$ cat src/design/assert_macros.svh
// Assertion helpers for the RTL (used by lsq_queue). Define NO_ASSERTIONS to drop them.
`ifndef ASSERT_MACROS_SVH
`define ASSERT_MACROS_SVH
`ifndef NO_ASSERTIONS
`define LSQ_ASSERT(lbl, clk, rstn, prop) \
    lbl: assert property (@(posedge clk) disable iff (!rstn) prop) \
        else $error("assertion failed");
`define LSQ_ASSERT_NEXT(lbl, clk, rstn, ante, cons) \
    lbl: assert property (@(posedge clk) disable iff (!rstn) ante |=> cons) \
        else $error("assertion failed");
`else
`define LSQ_ASSERT(lbl, clk, rstn, prop)
`define LSQ_ASSERT_NEXT(lbl, clk, rstn, ante, cons)
`endif
`endif

$ cat src/design/lsq_pkg.sv
`default_nettype none
package lsq_pkg;
    localparam int ROW_WIDTH = 256;
    localparam int COL_W     = $clog2(ROW_WIDTH);
    localparam int Q_DEPTH   = 4;
    localparam int Q_PTR_W   = $clog2(Q_DEPTH);
    localparam int Q_CNT_W   = $clog2(Q_DEPTH + 1);

    typedef logic [COL_W-1:0] col_t;

    typedef enum logic [1:0] {
        SLOT0 = 2'd0,
        SLOT1 = 2'd1,
        SLOT2 = 2'd2
    } slot_t;

    // One classified sample on its way from the front to the back.
    typedef struct packed {
        logic signed [31:0] sample;
        col_t               col;
        slot_t              slot;
        logic               emit;
    } item_t;
endpackage
`default_nettype wire

$ cat src/design/lsq_front.sv
`default_nettype none
module lsq_front (
    input  logic               aclk,
    input  logic               aresetn,
    input  logic               s_valid,
    output logic               s_ready,
    input  logic signed [31:0] s_sample,
    input  logic               s_frame_start,
    input  logic               q_full,
    output logic               push,
    output lsq_pkg::item_t     push_item
);
    import lsq_pkg::*;

    localparam logic [1:0] ROWS_FULL = 2'd3;

    col_t       col_reg, col_next, col_cur;
    logic [1:0] rows_reg, rows_next, rows_cur;
    slot_t      slot_reg, slot_next, slot_cur, slot_inc;
    logic       row_end;

    assign s_ready = !q_full;
    assign push    = s_valid && !q_full;

    always_comb begin
        // A frame start restarts the grid before this beat is placed.
        col_cur  = s_frame_start ? '0 : col_reg;
        rows_cur = s_frame_start ? '0 : rows_reg;
        slot_cur = s_frame_start ? SLOT0 : slot_reg;
        row_end  = (col_cur == COL_W'(ROW_WIDTH - 1));

        unique case (slot_cur)
            SLOT0:   slot_inc = SLOT1;
            SLOT1:   slot_inc = SLOT2;
            SLOT2:   slot_inc = SLOT0;
            default: slot_inc = SLOT0;
        endcase

        push_item.sample = s_sample;
        push_item.col    = col_cur;
        push_item.slot   = slot_cur;
        push_item.emit   = (rows_cur == ROWS_FULL) && (col_cur >= COL_W'(4));

        col_next  = col_reg;
        rows_next = rows_reg;
        slot_next = slot_reg;
        if (push) begin
            if (row_end) begin
                col_next  = '0;
                slot_next = slot_inc;
                rows_next = (rows_cur == ROWS_FULL) ? ROWS_FULL : rows_cur + 2'd1;
            end else begin
                col_next  = col_cur + COL_W'(1);
                slot_next = slot_cur;
                rows_next = rows_cur;
            end
        end
    end

    always_ff @(posedge aclk) begin
        if (!aresetn) begin
            col_reg  <= '0;
            rows_reg <= '0;
            slot_reg <= SLOT0;
        end else begin
            col_reg  <= col_next;
            rows_reg <= rows_next;
            slot_reg <= slot_next;
        end
    end
endmodule
`default_nettype wire

$ cat config.mk
export PLATFORM = sky130hd
export DESIGN_NAME = lsq_front
export DESIGN_NICKNAME = d
export VERILOG_FILES = /design/src/design/assert_macros.svh /design/src/design/lsq_pkg.sv /design/src/design/lsq_front.sv
export SDC_FILE = /design/constraint.sdc
export NUM_CORES = 1
export LEC_CHECK = 0
export BUFFER_PORTS_ARGS = -buffer_cell sky130_fd_sc_hd__clkbuf_2
export CAP_MARGIN = 20
export CORE_MARGIN = 1
export CORE_UTILIZATION = 40
export CTS_BUF_LIST = sky130_fd_sc_hd__clkbuf_4 sky130_fd_sc_hd__clkbuf_8
export DETAILED_ROUTE_END_ITERATION = 6
export PLACE_DENSITY = 0.91
export SKIP_CTS_REPAIR_TIMING = 1
export SLEW_MARGIN = 20
export SYNTH_ARGS = -nofsm -noshare
export SYNTH_HDL_FRONTEND = slang
export SYNTH_SLANG_ARGS = --single-unit
$ cat constraint.sdc
create_clock -name aclk -period 2.5 [get_ports aclk]
set_clock_uncertainty 0.15 [all_clocks]
set_input_delay 0.5 -clock aclk [delete_from_list [all_inputs] [get_ports aclk]]
set_output_delay 0.5 -clock aclk [all_outputs]
set_load 0.02 [all_outputs]
== Word level (Yosys, flattened, before mapping) ==
Cells that the tools add are included.

* Add/subtract/negate cells: 2
* Multipliers: 0
* Divide/modulo/power cells: 0
* Magnitude comparators: 1
* Equal/unequal tests: 3
* Shifts and indexed selects: 0
* Muxes and demuxes: 8
* Bitwise operators: 0
* Reductions and logical operators: 4

{| class="wikitable"
|+ Operators with widths
! cell !! number
|-
| 8-bit 2-to-1 mux || 2
|-
| 2-bit 2-to-1 mux || 5
|-
| 8-bit by 1-bit adder with 8-bit output, second input constant || 1
|-
| 8-bit equality test, second input constant || 1
|-
| 8-bit by 3-bit >= comparator with 1-bit output, second input constant || 1
|-
| 2-bit one-hot mux with 2 select lines || 1
|-
| 2-bit by 1-bit adder with 2-bit output, second input constant || 1
|-
| 2-bit by 1-bit equality test with 1-bit output, second input constant || 1
|-
| 2-bit equality test, second input constant || 1
|-
| 1-bit logical AND || 2
|-
| 2-bit zero test || 1
|-
| 1-bit zero test || 1
|}

* Bits in registers: 12
* Bits in latches: 0
* RAM bits: 0
* Memory bits (read-only): 0
* Bits of input ports: 37
* Output and inout port bits: 45
* Memories kept: 0

== Longest topological paths before layout ==
* Depth in word-level cells: 4
* Gate-level depth with buffers: 10
* Gate-level depth less buffers: 8

== Worst setup path before layout ==
Ideal clock, no wire load.

* Kind: input-to-reg
* From: in s_frame_start
* To: reg slot_reg[0]
* Library setup time: 0.070 ns
* Data arrival time: 2.008 ns
* Required time: 2.280 ns
* Path slack: 0.272 ns
* Stages: 9
* Cell sequence: buf_2 > inv_1 > nand2_1 > inv_1 > ha_1 > buf_2 > nand4_4 > or4_1 > a21boi_1

{| class="wikitable"
|+ RTL lines
! element !! line !! source
|-
| start, declared || lsq_front.sv:8 || <nowiki>input logic s_frame_start,</nowiki>
|-
| end signal, assigned || lsq_front.sv:68 || <nowiki>slot_reg <= slot_next;</nowiki>
|-
| end, declared || lsq_front.sv:19 || <nowiki>slot_t slot_reg, slot_next, slot_cur, slot_inc;</nowiki>
|}

==> metrics <==
clock buffer depth 2; drt wl/cell between 15 and 20 µm; most common cell after layout, fill and taps aside clkbuf_2; largest net degree at the start of global routing 18; final worst path period need 2220 ps; Core Area 2300 µm²; Post-DP Area 873 µm²; Slew @ Worst Pin 346 ps; Avg Synthesized Cell Area 7.72 µm²; initial antenna violation count 0; Pwr Total around 0.35 mW; CP required 1850 ps; most frequent cells in the layout clkbuf_2 (17), dfxtp_1 (12), nand2_1 (11); final worst setup slack 280 ps; Max-slew headroom 0.770; DRC Markers 0; initial DRC count 43; worst skew pair latency 270 ps; Initial Util 0.443; final count of hold timing violations 0; FF+latch area ~240 µm²; gpl congestion 0.862; drt first pass iters 4; die extent in x ~52 µm; Synth cell types 30; ys async rst share 0; Routed Antenna Nets 0; crit path kind in2out; Setup TNS Final 0 ps; Largest register FFs 8; RSZ-0062 raised after global routing false; outcome complete, no violations; final hold slack 366 ps; Worst Path Max Fanout 12; CTS tree yes; hpwl dp 1.66 mm; Seq/Total Area, Yosys 0.236; Max Slew Vio Count 0; number of global-route vias before repair 733; YS warnings 0; number of synthesized flops with an enable pin 0; Place WS approximately 110 ps; hold path cells 2; CTS H-tree lvls 1; Gate Count Post-Synth roughly 130; Multi-input gate area 479 µm²; n_diodes 0; register bit total from synthesis 12; Worst setup EP type output pin; die height 52.5 µm; Final period util 0.888; startpoint types input port; # nets final 155; vias 854; fill cell count 240; Worst Reg-to-Reg Cells 6; Final setup viols 0; post-route cell area approximately 900 µm²; area grow syn2layout -12.0%; PD cells 387 nW/µm²; GRT Overall Usage 0.181; die area around 2800 µm²; hold crit path type reg2reg; vias per inst 6.01; gr ovfl total 0; Lkg Pwr 0.386 nW; share of layout cells above drive strength 1 0.219; Max-Cap Viols 0; final wirelength 2.21 mm; Post-Syn Nets between 150 and 200; first-pass GRT wire length 3.55 mm; VDD IR-drop max 0.000308 V; Critical Path AT 1570 ps; TritonCTS Buffers 3; IO buf count 17; Post-Syn Area 1020 µm²; row count 17; Sink Count 12; Top FF cell, synth dfxtp_1; Max Freq ~450 MHz; clock root buffer clkbuf_4; Clk pin slew, worst setup/hold paths 70 ps; Ports 82
[layout make-up]
class / instances / area share
multi-input combinational: 75 / 0.535
sequential: 12 / 0.268
timing repair buffer: 19 / 0.112
tap: 28 / 0.0391
clock buffer: 3 / 0.0251
inverter: 5 / 0.0209
[critical path, stage by stage]
cell      delay [ps]
clkbuf_2         200
and2b_2          300
nor4_1           290
a21oi_1          120
clkbuf_2         160
[path summary, 6_finish.rpt]
check | startpoint | end | slack, ps
setup / recovery | s_frame_start | push_item[0] | 280
hold / removal | rows_reg[1] | rows_reg[1] | 370
setup reg to reg | col_reg[1] | slot_reg[0] | 550
hold reg to reg | rows_reg[1] | rows_reg[1] | 370
[per-layer routing]
metal,up-vias,global-route usage,wire length [µm]
met5,-,0,0
met4,0,0.167,203
met3,22,0.0841,294
met2,69,0.236,894
met1,373,0.212,820
li1,390,-,-
[synth_stat cells, drive strengths merged (2+ instances only)]
cell	number	area share
o21ai	9	0.044
a31oi	4	0.025
clkbuf	4	0.015
a21boi	4	0.029
inv	5	0.018
o31ai	2	0.015
and4	2	0.020
buf	36	0.26
nand4b	4	0.034
nand2b	2	0.012
and3	2	0.012
dfxtp	12	0.24
nand2	11	0.041
nand3	7	0.034
nor4	2	0.012
a21oi	2	0.0098
nor2	2	0.0074
a22oi	2	0.015
ha	2	0.025
nand4	4	0.039
nor2b	8	0.049
or4	2	0.015
[cell families after synthesis]
kind of cell,Yosys count,share of synthesized area
AOI/OAI and AO/OA,25,0.155
adders and majority gates,2,0.0246
buffers and inverters,45,0.294
DFF,12,0.236
and+or+nand+nor,48,0.291
[report_power, final]
group          total, mW  leakage [nW]  switching, mW  internal [mW]
sequential         0.194        0.0968        0.00175          0.192
clock              0.119        0.0138         0.0627         0.0558
combinational     0.0342         0.275         0.0231         0.0111
total              0.347         0.386         0.0876          0.259
[metrics by stage]
step,utilization,instances
3_3_place_gp,0.380,139
2_1_floorplan,-,132
6_report,0.390,142
4_1_cts,0.390,142
5_1_grt,0.390,142
3_5_place_dp,0.380,139
Note: power is estimated with default switching activity, not from simulation.
