==> src/design/assert_macros.svh <==
// Assertion helpers for the RTL (used by lsq_queue). Define NO_ASSERTIONS to drop them.
`ifndef ASSERT_MACROS_SVH
`define ASSERT_MACROS_SVH
`ifndef NO_ASSERTIONS
`define LSQ_ASSERT(lbl, clk, rstn, prop) \
    lbl: assert property (@(posedge clk) disable iff (!rstn) prop) \
        else $error("assertion failed");
`define LSQ_ASSERT_NEXT(lbl, clk, rstn, ante, cons) \
    lbl: assert property (@(posedge clk) disable iff (!rstn) ante |=> cons) \
        else $error("assertion failed");
`else
`define LSQ_ASSERT(lbl, clk, rstn, prop)
`define LSQ_ASSERT_NEXT(lbl, clk, rstn, ante, cons)
`endif
`endif

==> src/design/lsq_pkg.sv <==
`default_nettype none
package lsq_pkg;
    localparam int ROW_WIDTH = 256;
    localparam int COL_W     = $clog2(ROW_WIDTH);
    localparam int Q_DEPTH   = 4;
    localparam int Q_PTR_W   = $clog2(Q_DEPTH);
    localparam int Q_CNT_W   = $clog2(Q_DEPTH + 1);

    typedef logic [COL_W-1:0] col_t;

    typedef enum logic [1:0] {
        SLOT0 = 2'd0,
        SLOT1 = 2'd1,
        SLOT2 = 2'd2
    } slot_t;

    // One classified sample on its way from the front to the back.
    typedef struct packed {
        logic signed [31:0] sample;
        col_t               col;
        slot_t              slot;
        logic               emit;
    } item_t;
endpackage
`default_nettype wire

==> src/design/lsq_queue.sv <==
`default_nettype none
`include "assert_macros.svh"
module lsq_queue (
    input  logic           aclk,
    input  logic           aresetn,
    input  logic           push,
    input  lsq_pkg::item_t push_item,
    output logic           full,
    input  logic           pop,
    output lsq_pkg::item_t pop_item,
    output logic           empty
);
    import lsq_pkg::*;

    item_t                q_reg [Q_DEPTH];
    logic [Q_PTR_W-1:0]   wr_ptr_reg, rd_ptr_reg;
    logic [Q_CNT_W-1:0]   count_reg, count_next;

    assign full     = (count_reg == Q_CNT_W'(Q_DEPTH));
    assign empty    = (count_reg == '0);
    assign pop_item = q_reg[rd_ptr_reg];

    always_comb begin
        count_next = count_reg;
        if (push && !pop) begin
            count_next = count_reg + Q_CNT_W'(1);
        end else if (pop && !push) begin
            count_next = count_reg - Q_CNT_W'(1);
        end
    end

    always_ff @(posedge aclk) begin
        if (push) begin
            q_reg[wr_ptr_reg] <= push_item;
        end
    end

    always_ff @(posedge aclk) begin
        if (!aresetn) begin
            wr_ptr_reg <= '0;
            rd_ptr_reg <= '0;
            count_reg  <= '0;
        end else begin
            if (push) begin
                wr_ptr_reg <= wr_ptr_reg + Q_PTR_W'(1);
            end
            if (pop) begin
                rd_ptr_reg <= rd_ptr_reg + Q_PTR_W'(1);
            end
            count_reg <= count_next;
        end
    end

    `LSQ_ASSERT(a_no_overflow, aclk, aresetn, !(push && full))
    `LSQ_ASSERT(a_no_underflow, aclk, aresetn, !(pop && empty))
    `LSQ_ASSERT_NEXT(a_count_fill, aclk, aresetn, push && !pop, count_reg == $past(count_reg) + 1'b1)
endmodule
`default_nettype wire

==> config.mk <==
export PLATFORM = sky130hd
export DESIGN_NAME = lsq_queue
export DESIGN_NICKNAME = d
export VERILOG_FILES = /design/src/design/lsq_pkg.sv /design/src/design/lsq_queue.sv
export VERILOG_INCLUDE_DIRS = /design/src /design/src/design
export SDC_FILE = /design/constraint.sdc
export NUM_CORES = 1
export LEC_CHECK = 0
export CAP_MARGIN = 30
export CORE_MARGIN = 3
export CORE_UTILIZATION = 50
export CTS_BUF_LIST = sky130_fd_sc_hd__clkbuf_8
export CTS_CLUSTER_SIZE = 40
export DETAILED_ROUTE_END_ITERATION = 6
export DONT_BUFFER_PORTS = 1
export GPL_TIMING_DRIVEN = 0
export PLACE_DENSITY_LB_ADDON = 0.3
export SETUP_SLACK_MARGIN = 0.05
export SYNTH_ARGS = -nofsm -noshare
export SYNTH_HDL_FRONTEND = slang
export SYNTH_SLANG_ARGS = --single-unit
==> constraint.sdc <==
create_clock -name aclk -period 2.4 [get_ports aclk]
set_clock_uncertainty 0.1 [all_clocks]
set_input_delay 0.24 -clock aclk [delete_from_list [all_inputs] [get_ports aclk]]
set_output_delay 0.24 -clock aclk [all_outputs]
set_load 0.005 [all_outputs]
Yosys cells after proc, flatten, opt, wreduce, memory -nomap -nowiden

Memories as Yosys holds them, arrays and structs flattened. A register that Yosys moved wholly into a read port is not among the register bits.
Cells that the tools add are included.

Flip-flop bits (word level): 7
Word-level logic and storage cells: 21
Bits in writable memories: 172
Memories: 1
Bits of input ports: 47
Output and inout port bits: 45

Memories:

| name  | depth | bits a word | rd ports | clocked after Yosys merged registers in | write ports | RTL line        | RTL |
|---|---|---|---|---|---|---|---|
| q_reg | 4     | 43          | 1        | 1                                       | 1           | lsq_queue.sv:15 | `item_t q_reg [Q_DEPTH];` |

Eq/ne operators: 1
Mux-type cells: 6
Reduce and logical (&&, ||, !) cells: 6
Add/sub/neg operators: 4

Operators by type and width:

| kind                                              | number |
|---|---|
| 2-to-1 mux 3 bit                                  | 2 |
| adder 2 x 1 -> 2 bit (second input constant)      | 2 |
| 2-to-1 mux 2 bit                                  | 2 |
| adder 3 x 1 -> 3 bit (second input constant)      | 1 |
| equality test 3 bit (second input constant)       | 1 |
| zero test 3 bit                                   | 1 |
| subtractor 3 x 1 -> 3 bit (second input constant) | 1 |
| logical AND 1 bit                                 | 2 |
| zero test 1 bit                                   | 2 |
| 2-to-1 mux 1 bit                                  | 2 |
| nonzero test 2 bit                                | 1 |

Logic depth before layout (Yosys ltp)

Gate-level depths: netlist of the first run.

Depth after elaboration: 4
Depth in mapped cells: 7
Mapped depth without buffers: 7

Worst setup path before layout of the first run

OpenSTA, ideal clock, no wires.

Kind: register to register
From: reg wr_ptr_reg[0]
To: mem q_reg[2][0] in the netlist's numbering (enable)
Data required time: 1895 ps
Cell stages (with the launch flop): 4
Slack: 319 ps
Arrival: 1576 ps
Path buffers: 0
Setup time: 405 ps
Period minus slack after synthesis: 2081 ps
Cell sequence: dfxtp_1 > inv_1 > ha_1 > and2_1

RTL lines:

| element                | RTL line        | RTL |
|---|---|---|
| from (decl)            | lsq_queue.sv:16 | `logic [Q_PTR_W-1:0] wr_ptr_reg, rd_ptr_reg;` |
| from (signal assigned) | lsq_queue.sv:45 | `wr_ptr_reg <= wr_ptr_reg + Q_PTR_W'(1);` |
| to (decl)              | lsq_queue.sv:15 |  |

Straight into the memory's write port.

==> reports/results.tsv, run 1 <==
metric	value	unit
antenna_found_initial	0	
largest_reg_flops	172	
crit_buf_inv	2	
hold_class	primary input to flip-flop	
gp_routability_congestion	0.6543	
slew-limit-headroom	55.41	%
worst_slack	0.2948	ns
clock_sink_count	181	
drt-total-wl	10770	um
drt_iter0_drc	265	
initial_utilization	52.07	%
number_of_global_route_vias_before_repair	3133	
grt_setup_unrepaired	no	
clk_pin_slew	0.09	ns
globalRouteOverflowTotal	0	
yosysTopAreaCellShare	77.03	%
post_cts_buffers	0	
power.density_cell_area	837.7	mW/mm^2
area.growth.synth_to_final	18.83	%
finalSetupViolCount	0	
die-height	121.8	um
fmax	0.4750	GHz
post_route_cells_drive_above_1_share	25.07	%
count_of_pins_on_the_block_boundary	92	
post-place-ws	0.5295	ns
tritoncts	yes	
run_status	finished clean	
antenna_left	0	
grt_usage	16.07	%
syn_avg_cell_area	25.02	um^2
finish.utilization	61.88	%
worstSkewPairLatency	0.45	ns
worstMarginPinSlew	0.6689	ns
synth_area	0.006705	mm^2
ctsHtreeMaxLevel	4	
total_leakage_power	2.568	nW
synth_seq_area_share	79.72	%
cp_cell_sequence	clkbuf_1 -> buf_2 -> mux4_2	
cap_viol_max_count	0	
worst-setup-path-type	flip-flop to output pin	
cts_resized	0	
setup.worst_path.start_class	flip-flop	
yosysUniqueCellTypes	22	
syn_inst	268	
vias	2832	
synth-compound-area-share	0.1866	%
syn_nets	321	
drt-wirelength-per-cell	20.58	um
finalCriticalPeriod	2.105	ns
grt_first_pass_wirelength	17050	um
synth-async-reset-ratio	0	%
ys_ff_latch	181	
drt-pass1-iter-count	4	
cts.root.buffer_cell	sky130_fd_sc_hd__clkbuf_8	
yosysMostFrequentCell	sky130_fd_sc_hd__edfxtp_1	
grt_start_max_net_pins	29	
yosys_warnings	0	
hold_viol	0	
timing.critical_path.fanout_max	10	
synth_top_family_by_area	multiplexers	
die_width	121.8	um
netlist.top_cell.by_area	sky130_fd_sc_hd__edfxtp_1	
port-buffer-count	0	
yosys.area_share.adder	1.232	%
critical-path-top-delay-family	buffers and inverters	
synth-edff-count	172	
ir_drop	0.5746	mV
multi_input_area	0.001235	mm^2
timing.final.max_slew_violations	0	
cts-root-to-sink-buffers	2	
core	0.01288	mm^2
cpMaxStageDelayCell	sky130_fd_sc_hd__mux4_2	
post_synth_main_area_contributors	sky130_fd_sc_hd__edfxtp_1, sky130_fd_sc_hd__mux4_2, sky130_fd_sc_hd__dfxtp_1	
cts_buffers	17	
dominantRegCellSynth	sky130_fd_sc_hd__edfxtp_1	
max_stage_delay	0.39	ns
min_period_over_period	87.72	%
drc	0	
worstPathRequired	2.06	ns
power_consumption	6.675	mW
dpl.hpwl	6727	um
synthTopCellsByCount	sky130_fd_sc_hd__edfxtp_1, sky130_fd_sc_hd__mux4_2, sky130_fd_sc_hd__and2_1, sky130_fd_sc_hd__dfxtp_1, sky130_fd_sc_hd__ha_1	
timing.setup.tns	0	ns
number_of_vias_per_cell_after_detailed_routing	5.415	
worstSetupEndpointType	output pin	
seqCellArea	0.005345	mm^2
worst-endpoint-arrival	1.77	ns
proportion_of_synthesized_area_in_mux_cells	14.91	%
die_area	0.01484	mm^2
num-nets-final	391	
num-fill-cells	911	
place_inst	444	
synthSimpleGateAreaFrac	1.362	%
yosys.area_share.xor_xnor	0.6531	%
finish.cell_count_without_fillers	523	
fp-row-count	41	
diodes	0	
==> worst reg2reg max path, cell delays in order (launching register included) <==
cell,delay [ns]
sky130_fd_sc_hd__dfxtp_1,0.35
sky130_fd_sc_hd__inv_1,0.09
sky130_fd_sc_hd__ha_1,0.13
sky130_fd_sc_hd__and2_2,0.58
sky130_fd_sc_hd__buf_12,0.27
==> path summary, 6_finish.rpt <==
check	slack, ns	cells after the start	startpoint	to
min	0.11	3	push	count_reg[2]$_SDFFE_PN0P_
max reg2reg	0.56	4	wr_ptr_reg[0]$_SDFFE_PN0P_	q_reg[0][2]$_DFFE_PP_
max	0.29	3	flip-flop	pop_item[25]
min reg2reg	0.43	2	count_reg[2]$_SDFFE_PN0P_	count_reg[2]$_SDFFE_PN0P_
==> per-stage QoR <==
step                      area, um^2  hold slack [ns]
final                           7968           0.1144
after global routing            7968           0.1320
after CTS                       7968          0.07875
after detailed placement        7005           0.2390
after global placement          6920           0.2390
after floorplan                 6705           0.2389
==> logic make-up (layout without fill, tap and decap cells) <==
kind of cell,after synthesis,count (layout)
DFF,181,181
muxes,45,45
and+or+nand+nor,15,15
buffers and inverters,14,97
adders and majority gates,6,6
xor gates and xnor gates,5,5
AOI/OAI and AO/OA,2,2
==> where the power goes <==
group | switching, mW | total, mW | internal [mW]
Combinational | 0.292 | 0.593 | 0.300
Clock | 1.04 | 2.42 | 1.39
Sequential | 0.0414 | 3.66 | 3.62
Total | 1.37 | 6.67 | 5.30
==> final cells by class <==
cell class	instances	share of cell area [%]
clock buffer	18	3.109
sequential	181	67.09
timing repair buffer	51	6.910
tap	172	2.701
inverter	4	0.1884
buffer	10	1.445
multi-input combinational	73	15.50
clock inverter	14	3.062
==> routing by layer <==
metal  GRT usage (%)  share of wire [%]  routed length, um
met2           26.90                 53               5705
met3           5.525                5.9                639
met1           19.01                 39               4210
met4           7.003                2.0                210
met5               0                  0                  0
==> placed cells by master, fill, tap and decap left out, types with 2 or more instances in the layout <==
cell type                       instances
sky130_fd_sc_hd__buf_2                  4
sky130_fd_sc_hd__bufinv_16              6
sky130_fd_sc_hd__and2_1                 5
sky130_fd_sc_hd__clkbuf_8              18
sky130_fd_sc_hd__inv_1                  4
sky130_fd_sc_hd__xnor2_1                2
sky130_fd_sc_hd__inv_6                  5
sky130_fd_sc_hd__buf_12                 8
sky130_fd_sc_hd__xor2_1                 3
sky130_fd_sc_hd__mux4_1                 3
sky130_fd_sc_hd__mux4_2                40
sky130_fd_sc_hd__and2_2                 4
sky130_fd_sc_hd__dfxtp_1                9
sky130_fd_sc_hd__ha_1                   5
sky130_fd_sc_hd__nor2b_1                2
sky130_fd_sc_hd__edfxtp_1             172
sky130_fd_sc_hd__dlygate4sd3_1         47
sky130_fd_sc_hd__mux2i_1                2
==> timing repair <==
| item | 4_1_cts | 5_1_grt |
|---|---|---|
| hold buffers | 47 | 0 |
| setup endpoints to repair | 0 | 0 |
| hold endpoints to repair | 181 | 0 |
Note: power is estimated with default switching activity, not from simulation.
==> inputs of run 2 (changes only) <==
Settings changed: MAX_ROUTING_LAYER from default to met4, PLACE_DENSITY from default to 0.68, PLACE_DENSITY_LB_ADDON 0.3 to default.
Clock period 2.4 ns to 1.9 ns, I/O delays scaled along.
==> reports/results.tsv, run 2 (synthesized netlist as in run 1, its figures left out) <==
metric	value	unit	change
largest_reg_flops	172		unchanged
area.growth.synth_to_final	20.06	%	was 18.83%
grt_start_max_net_pins	33		was 29
die_width	121.8	um	unchanged
number_of_vias_per_cell_after_detailed_routing	5.399		was 5.415
ir_drop	0.9069	mV	was 0.5746 mV
most_common_cell_after_layout_fill_and_taps_aside	sky130_fd_sc_hd__edfxtp_1		unchanged
run_status	finished with violations		was finished clean
final_standard_cell_area_without_fillers	0.008050	mm^2	was 0.007968 mm^2
setup.worst_path.start_class	flip-flop		unchanged
post_route_cells_drive_above_1_share	27.73	%	was 25.07%
cts.root.buffer_cell	sky130_fd_sc_hd__clkbuf_8		unchanged
worst-setup-path-type	flip-flop to output pin		unchanged
worstSetupEndpointType	output pin		unchanged
finalCriticalPeriod	1.948	ns	
hold_viol	0		unchanged
globalRouteOverflowTotal	0		unchanged
place_inst	444		unchanged
grt_usage	17.35	%	was 16.07%
grt_setup_unrepaired	yes		was no
power_consumption	7.963	mW	was 6.675 mW
drt-wirelength-per-cell	21.66	um	was 20.58 um
timing.final.max_slew_violations	0		unchanged
drt-total-wl	11460	um	was 10,770 um
hold_class	primary input to flip-flop		unchanged
fmax	0.5133	GHz	
timing.critical_path.fanout_max	6		was 10
fp-row-count	41		unchanged
finalSetupViolCount	40		was 0
die-height	121.8	um	unchanged
min_period_over_period	102.5	%	
cap_viol_max_count	0		unchanged
worstSkewPairLatency	0.45	ns	about the same
power.density_cell_area	989.2	mW/mm^2	was 837.7 mW/mm^2
vias	2856		was 2,832
antenna_left	0		unchanged
worstMarginPinSlew	0.4617	ns	was 0.6689 ns
grt_first_pass_wirelength	17660	um	was 17,050 um
count_of_pins_on_the_block_boundary	92		unchanged
num-nets-final	397		was 391
worst_hold_slack	0.06742	ns	was 0.1144 ns
placement.cell_area	0.007028	mm^2	was 0.007005 mm^2
failing_checks	negative setup slack		
core	0.01288	mm^2	unchanged
worst_slack	-0.04806	ns	was 0.2948 ns
die_area	0.01484	mm^2	unchanged
initial_utilization	52.07	%	unchanged
total_leakage_power	2.588	nW	was 2.568 nW
antenna_found_initial	0		unchanged
tritoncts	yes		unchanged
number_of_global_route_vias_before_repair	3047		was 3,133
dpl.hpwl	6602	um	was 6727 um
post-place-ws	-0.04778	ns	was 0.5295 ns
gp_routability_congestion	0.6569		was 0.6543
worstPathRequired	1.61	ns	was 2.06 ns
worst-endpoint-arrival	1.66	ns	was 1.77 ns
drc	0		unchanged
ctsHtreeMaxLevel	4		unchanged
drt_iter0_drc	157		was 265
clock_sink_count	181		unchanged
slew-limit-headroom	69.22	%	was 55.41%
drt-pass1-iter-count	4		unchanged
port-buffer-count	0		unchanged
clk_pin_slew	0.09	ns	about the same
cts-root-to-sink-buffers	2		unchanged
finish.cell_count_without_fillers	529		was 523
layout_common_cells	sky130_fd_sc_hd__edfxtp_1, sky130_fd_sc_hd__dlygate4sd3_1, sky130_fd_sc_hd__mux4_2		unchanged
diodes	0		unchanged
cts_buffers	17		unchanged
==> run 2: cell types whose count changed in the layout (fill, tap and decap cells not counted), sizes merged <==
| cell | previous run | this run |
|---|---|---|
| buf | 13 | 16 |
| bufinv | 6 | 2 |
| clkbuf | 19 | 21 |
| clkinv | 2 | 5 |
| clkinvlp | 1 | 4 |
| inv | 9 | 8 |
==> run 2: through the flow <==
step | util, % | setup TNS (ns)
after global placement | 53.78 | -27.29
after floorplan | - | 0
after detailed placement | 54.58 | -1.214
after global routing | 62.52 | -4.696
final | 62.52 | -0.9997
after CTS | 61.69 | -2.940
==> run 2: final timing paths <==
| check | startpoint | end | slack (ns) | cells after the start |
|---|---|---|---|---|
| worst max-delay path | flip-flop | pop_item[40] | -0.05 | 3 |
| worst min-delay path | push | count_reg[1]$_SDFFE_PN0P_ | 0.07 | 3 |
| worst max register to register | wr_ptr_reg[0]$_SDFFE_PN0P_ | q_reg[1][33]$_DFFE_PP_ | 0.23 | 3 |
| worst min register to register | count_reg[2]$_SDFFE_PN0P_ | count_reg[2]$_SDFFE_PN0P_ | 0.42 | 2 |
==> run 2: timing repair <==
item                                    4_1_cts  5_1_grt
cloned                                        1        4
hold endpoints to repair                    181        0
hold buffers                                 47        0
buffers inserted                              2        0
gates resized for setup                      14        4
pin swaps                                     0        0
endpoints found under the setup margin       99       43
==> run 2: critical path: stages (launching register included) <==
cell,delay [ns]
sky130_fd_sc_hd__dfxtp_4,0.38
sky130_fd_sc_hd__buf_12,0.15
sky130_fd_sc_hd__clkbuf_16,0.16
sky130_fd_sc_hd__mux4_2,0.52
==> run 2: layer usage <==
metal / wire length (um) / track usage, % / up-vias / share of wire, %
met3: 731 / 6.128 / 11 / 6.4
met4: 132 / 6.162 / 0 / 1.2
li1: - / - / 1276 / -
met2: 5994 / 27.21 / 85 / 52
met5: 0 / - / - / 0
met1: 4599 / 21.18 / 1484 / 40
==> run 2: area by class of cell <==
class,instances,area (um^2)
well taps,172,215.2
fillers,905,4826
clock inverters,15,155.1
plain buffers,9,130.1
repair buffers,58,723.2
flip-flops and latches,181,5350
inverters,4,15.01
clock buffers,17,234.0
multi-input cells,73,1227
==> run 2: power breakdown <==
part | leakage (nW) | switching [mW] | internal (mW) | total, mW
clock network | 0.188 | 1.32 | 1.17 | 2.49
registers | 1.66 | 0.0633 | 4.57 | 4.63
logic | 0.745 | 0.386 | 0.454 | 0.840
total | 2.59 | 1.77 | 6.20 | 7.96
